--- src/hdl/pteu_pkg.sv ---
`timescale 1ns / 1ps
// pteu_pkg: word types, stored entry layout and fixed constants of the particle table
// no dependencies

package pteu_pkg;

    // render emits at most this many words
    localparam int RESULT_CAP = 64;

    // divider sizes
    localparam int DIV_NUM_W = 40;
    localparam int DIV_DEN_W = 32;
    localparam int DIV_Q_W   = 8;
    localparam int DIV_K_W   = 3;

    // item kinds
    localparam logic [1:0] MODE_ADD     = 2'd0;
    localparam logic [1:0] MODE_ADVANCE = 2'd1;
    localparam logic [1:0] MODE_RENDER  = 2'd2;
    localparam logic [1:0] MODE_CLEAR   = 2'd3;

    typedef struct packed {
        logic [1:0]         mode;
        logic signed [31:0] pos_x;
        logic signed [31:0] pos_y;
        logic signed [31:0] pos_z;
        logic signed [31:0] vel_x;
        logic signed [31:0] vel_y;
        logic signed [31:0] vel_z;
        logic [31:0]        life_span;
        logic [15:0]        point_size;
        logic [23:0]        color_rgb;
        logic [31:0]        step_time;
    } t_in_word;

    typedef struct packed {
        logic signed [31:0] out_x;
        logic signed [31:0] out_y;
        logic signed [31:0] out_z;
        logic [23:0]        out_rgb;
        logic [7:0]         fade;
        logic [15:0]        shown_size;
        logic               has_particle;
        logic               accepted;
        logic [6:0]         particle_count;
        logic               last;
    } t_out_word;

    // one table entry as held in memory
    typedef struct packed {
        logic signed [31:0] x;
        logic signed [31:0] y;
        logic signed [31:0] z;
        logic signed [31:0] vx;
        logic signed [31:0] vy;
        logic signed [31:0] vz;
        logic [31:0]        left;
        logic [31:0]        full;
        logic [15:0]        size;
        logic [23:0]        rgb;
    } t_entry;

endpackage

--- src/hdl/pteu_div.sv ---
`timescale 1ns / 1ps
// pteu_div: restoring divider, one quotient bit per cycle
// depends on pteu_pkg

module pteu_div
    import pteu_pkg::*;
(
    input  logic                 i_clk,
    input  logic                 i_rst_n,
    input  logic                 i_start,
    input  logic [DIV_NUM_W-1:0] i_num,
    input  logic [DIV_DEN_W-1:0] i_den,
    input  logic [DIV_K_W-1:0]   i_top_bit,
    output logic                 o_done,
    output logic [DIV_Q_W-1:0]   o_quot
);
    localparam int SH_W = DIV_DEN_W + DIV_Q_W;

    logic                 r_busy, n_busy;
    logic                 r_done, n_done;
    logic [DIV_K_W-1:0]   r_k, n_k;
    logic [DIV_NUM_W-1:0] r_rem, n_rem;
    logic [DIV_Q_W-1:0]   r_q, n_q;
    logic [DIV_DEN_W-1:0] r_den, n_den;
    logic [SH_W-1:0]      w_shift;

    // trial subtrahend for the current bit
    assign w_shift = SH_W'(r_den) << r_k;

    always_comb begin
        n_busy = r_busy;
        n_done = 1'b0;
        n_k    = r_k;
        n_rem  = r_rem;
        n_q    = r_q;
        n_den  = r_den;
        if (i_start) begin
            n_busy = 1'b1;
            n_k    = i_top_bit;
            n_rem  = i_num;
            n_q    = '0;
            n_den  = i_den;
        end else if (r_busy) begin
            if (SH_W'(r_rem) >= w_shift) begin
                n_rem    = r_rem - DIV_NUM_W'(w_shift);
                n_q[r_k] = 1'b1;
            end
            if (r_k == '0) begin
                n_busy = 1'b0;
                n_done = 1'b1;
            end else begin
                n_k = r_k - 1'b1;
            end
        end
    end

    always_ff @(posedge i_clk) begin
        if (!i_rst_n) begin
            r_busy <= 1'b0;
            r_done <= 1'b0;
        end else begin
            r_busy <= n_busy;
            r_done <= n_done;
        end
        r_k   <= n_k;
        r_rem <= n_rem;
        r_q   <= n_q;
        r_den <= n_den;
    end

    assign o_done = r_done;
    assign o_quot = r_q;
endmodule

--- config.mk ---
export PLATFORM = sky130hd
export DESIGN_NAME = pteu_div
export DESIGN_NICKNAME = d
export VERILOG_FILES = /design/src/hdl/pteu_pkg.sv /design/src/hdl/pteu_div.sv
export SDC_FILE = /design/constraint.sdc
export NUM_CORES = 1
export LEC_CHECK = 0
export BUFFER_PORTS_ARGS = -buffer_cell sky130_fd_sc_hd__buf_4
export CAP_MARGIN = 20
export CORE_MARGIN = 3
export CORE_UTILIZATION = 30
export DETAILED_ROUTE_END_ITERATION = 7
export HOLD_SLACK_MARGIN = 0.1
export PLACE_DENSITY = 0.53
export SLEW_MARGIN = 10
export SYNTH_ARGS = -nofsm -noshare
export SYNTH_HDL_FRONTEND = slang
export SYNTH_SLANG_ARGS = --single-unit
--- constraint.sdc ---
create_clock -name i_clk -period 18.5 [get_ports i_clk]
set_input_delay 0 -clock i_clk [delete_from_list [all_inputs] [get_ports i_clk]]
set_output_delay 0 -clock i_clk [all_outputs]
set_load 0.01 [all_outputs]
==> out/metrics.csv <==
stage;metric;value;unit
outcome;status;finished clean;
setup_path;CP arrival;4.58;ns
power;leak pwr;3.42;nW
drt;DR iter-0 viols;401;
synthesis;Seq/Total Area, Yosys;0.369;
sta;max-slew violations;0;
finish;Area growth syn-to-layout;28.5;%
sta;final worst-path cycle share;0.245;
power;Internal;0.691;mW
drt;WL/cell;17.1;um
placement;placed cell area;7510;um^2
power;sequential group share of total power;0.244;
placement;HPWL after DPL;14000;um
power;Peak VDD IR;60.6;uV
setup_path;Crit Path Class;flip-flop to flip-flop;
drt;via/cell ratio;5.26;
synthesis;Yosys top cell by area;edfxtp_1;
synthesis;predominant post-synthesis flop cell;edfxtp_1;
finish;fin area;8540;um^2
power;NetSw;0.562;mW
sta;clk_skew;0.0110;ns
floorplan;core footprint;21400;um^2
setup_path;CP cell instances;buf_4 > mux2_2 > nor2_1 > a21oi_1 > nor2b_1 > a31oi_1 > ha_1 > o21ai_0 > o211ai_2 > a211o_1 > a21oi_2 > o2111ai_2 > a41oi_4 > o21ba_1 > o21ai_4 > buf_4;
setup_path;CP required;18.54;ns
grt;vias in the first global route;5484;
grt;global route overflow;0;
min_path;HP Class;input port to flip-flop;
power;Power Density;147;nW/um^2
drt;drt pass-1 iters;5;
drt;Vias;5767;
floorplan;die height;155;um
synthesis;Post-Syn Area;6650;um^2
cts;Clk Latency, worst-skew pair;0.36;ns
cts;Inserted Clock Buffers;9;
cts;Clock Sinks;85;
setup_path;crit path capture type;flip-flop;
placement;Port Buf Inserts;86;
floorplan;Starting Density;0.310;
synthesis;Yosys reg bits;85;
setup_path;Crit Path Max Fanout;46;
floorplan;Ports;87;
power;switching fraction of total power;0.449;
finish;ratio of cells with drive above 1 in the final layout;0.181;
drt;Remaining DRCs;0;
grt;Tot GR Track Use;0.156;
sta;Tmin final;4.54;ns
cts;clock tree root driver cell;clkbuf_16;
cts;clock buffer depth;2;
setup_path;CP max stage cell;buf_4;
synthesis;Cells after Synth;680;
synthesis;syn nets;800;
drt;Post-DRT Antenna Nets;0;
setup_path;Crit path buffers/inverters;2;
synthesis;syn_area_per_cell;9.78;um^2
cts;CTS tree;done;
setup_path;Max stage delay on crit path;0.52;ns
synthesis;Synth area leaders;edfxtp_1, ha_1, mux4_2;
floorplan;Die ar.;24000;um^2
job;number of max-cap violations;0;
synthesis;Warnings, synthesis;0;
finish;fin nets;936;
synthesis;ys async rst share;0;
sta;total negative slack;0;ns
power;Comb pwr share;0.612;
grt;initial antenna violation count;0;
floorplan;row cnt;53;
setup_path;startpoint types;flip-flop;
setup_path;Crit path top cell by count;buf_4;
cts;Worst-path clk slew;0.07;ns
sta;worst-margin pin slew;0.837;ns
setup_path;crit-path leading delay family;compound AO/OA/AOI/OAI gates;
sta;endpoints failing hold;0;
placement;routability cong.;0.871;
grt;pin count of the biggest net entering global routing;81;
power;Clock power frac;0.144;
synthesis;Distinct cells, synth;70;
floorplan;Die X;155;um
cts;htree depth;3;
sta;final setup fails;0;
power;total power;1.25;mW
synthesis;number of flops mapped to enable cells by yosys;75;
sta;RSZ-0062 raised after global routing;false;
sta;relative slew slack;0.442;
grt;first-pass GRT wire length;29600;um
drt;final WL;18700;um
cts;CTS resizes;0;
synthesis;Yosys top cell area share;0.339;
sta;Peak Freq;0.220;GHz
finish;Diodes inserted;0;
## final timing paths
path / start / endpoint / slack (ns) / cells after the start
max: r_k[0]$_DFFE_PP_ / r_rem[24]$_DFFE_PP_ / 13.96 / 16
min: i_num[37] / r_rem[37]$_DFFE_PP_ / 0.14 / 3
max reg2reg: r_k[0]$_DFFE_PP_ / r_rem[24]$_DFFE_PP_ / 13.96 / 16
min reg2reg: o_quot[5]$_SDFFE_PP0P_ / o_quot[5]$_SDFFE_PP0P_ / 0.48 / 2
## placed cells by master (no fill, tap or decap), types with 6 or more instances in the layout
| cell type | Yosys | layout |
|---|---|---|
| nor2b_1 | 9 | 9 |
| a31oi_1 | 9 | 9 |
| a211oi_1 | 11 | 11 |
| nand2b_1 | 6 | 6 |
| mux4_2 | 18 | 18 |
| buf_4 | 2 | 91 |
| o21ai_0 | 55 | 54 |
| a21oi_1 | 47 | 47 |
| inv_1 | 17 | 17 |
| dfxtp_1 | 10 | 10 |
| nor2_1 | 42 | 42 |
| nand2_1 | 89 | 89 |
| ha_1 | 41 | 41 |
| mux2i_1 | 38 | 38 |
| o21ai_1 | 6 | 6 |
| edfxtp_1 | 75 | 75 |
| clkbuf_16 | 0 | 9 |
| xor2_1 | 13 | 13 |
| dlygate4sd3_1 | 0 | 75 |
| nand4_1 | 11 | 11 |
| nor3_1 | 10 | 10 |
| a21o_1 | 19 | 19 |
| nand3_1 | 7 | 7 |
| xnor2_1 | 18 | 18 |
## per-stage QoR
stage | utilization | setup slack (ns) | hold slack, ns | cells
final | 0.399 | 13.96 | 0.140 | 1096
after global routing | 0.399 | 13.61 | 0.162 | 1096
after CTS | 0.399 | 13.96 | 0.135 | 1096
after detailed placement | 0.351 | 13.99 | 0.179 | 1005
after global placement | 0.351 | 14.04 | 0.178 | 1005
after floorplan | - | 11.93 | 0.0989 | 680
## flip-flops by register name, indices dropped and copies added (netlist names)
register / cells
r_k: 3
o_done: 1
r_busy: 1
o_quot: 8
r_rem: 40
r_den: 32
## power groups by stage
stage | logic (mW) | clock network (mW) | registers [mW]
after global placement | 0.745 | 0 | 0.309
after floorplan | 0.581 | 0 | 0.297
final | 0.767 | 0.180 | 0.305
after detailed placement | 0.745 | 0 | 0.308
after CTS | 0.762 | 0.185 | 0.305
after global routing | 0.853 | 0.193 | 0.309
## kinds of logic (layout without fill, tap and decap cells)
logic type | Yosys count | count (layout) | synth area share
AOI/OAI and AO/OA | 204 | 204 | 0.208
xor gates and xnor gates | 31 | 31 | 0.0408
adders and majority gates | 42 | 42 | 0.0802
buffers and inverters | 58 | 199 | 0.0363
DFF | 85 | 85 | 0.369
muxes | 61 | 61 | 0.127
and+or+nand+nor | 199 | 199 | 0.139
## cells in the mapped netlist, types with 17 or more instances
| cell | number |
|---|---|
| nand2_1 | 89 |
| edfxtp_1 | 75 |
| o21ai_0 | 55 |
| a21oi_1 | 47 |
| nor2_1 | 42 |
| ha_1 | 41 |
| mux2i_1 | 38 |
| clkbuf_1 | 24 |
| a21o_1 | 19 |
| mux4_2 | 18 |
| xnor2_1 | 18 |
| inv_1 | 17 |
## what timing repair did
item,CTS,global route
hold endpoints to repair,76,0
hold buffers,75,0
setup buffers,0,0
## worst reg2reg max path, cell delays in order (launching register included)
cell and delay (ns):
edfxtp_1 0.35, buf_4 0.52, mux2_2 0.43, nor2_1 0.09
a21oi_1 0.06, nor2b_1 0.16, a31oi_1 0.28, ha_1 0.33
o21ai_0 0.14, o211ai_2 0.12, a211o_1 0.40, a21oi_2 0.20
o2111ai_2 0.15, a41oi_4 0.27, o21ba_1 0.31, o21ai_4 0.06
buf_4 0.33
## area by class of cell
class | count | area [um^2]
clock buffers | 9 | 225
multi-input cells | 537 | 3970
repair buffers | 166 | 1430
flip-flops and latches | 85 | 2450
inverters | 17 | 63.8
well taps | 275 | 344
clock inverters | 7 | 55.1
fillers | 2133 | 12900
## layer usage
| metal | vias to the layer above | GRT usage | routed length [um] |
|---|---|---|---|
| met5 | - | 0 | 0 |
| met1 | 2736 | 0.234 | 9270 |
| met4 | 0 | 0.0542 | 393 |
| li1 | 2855 | - | - |
| met2 | 152 | 0.231 | 8230 |
| met3 | 24 | 0.0178 | 849 |
(Power assumes the default switching activity.)
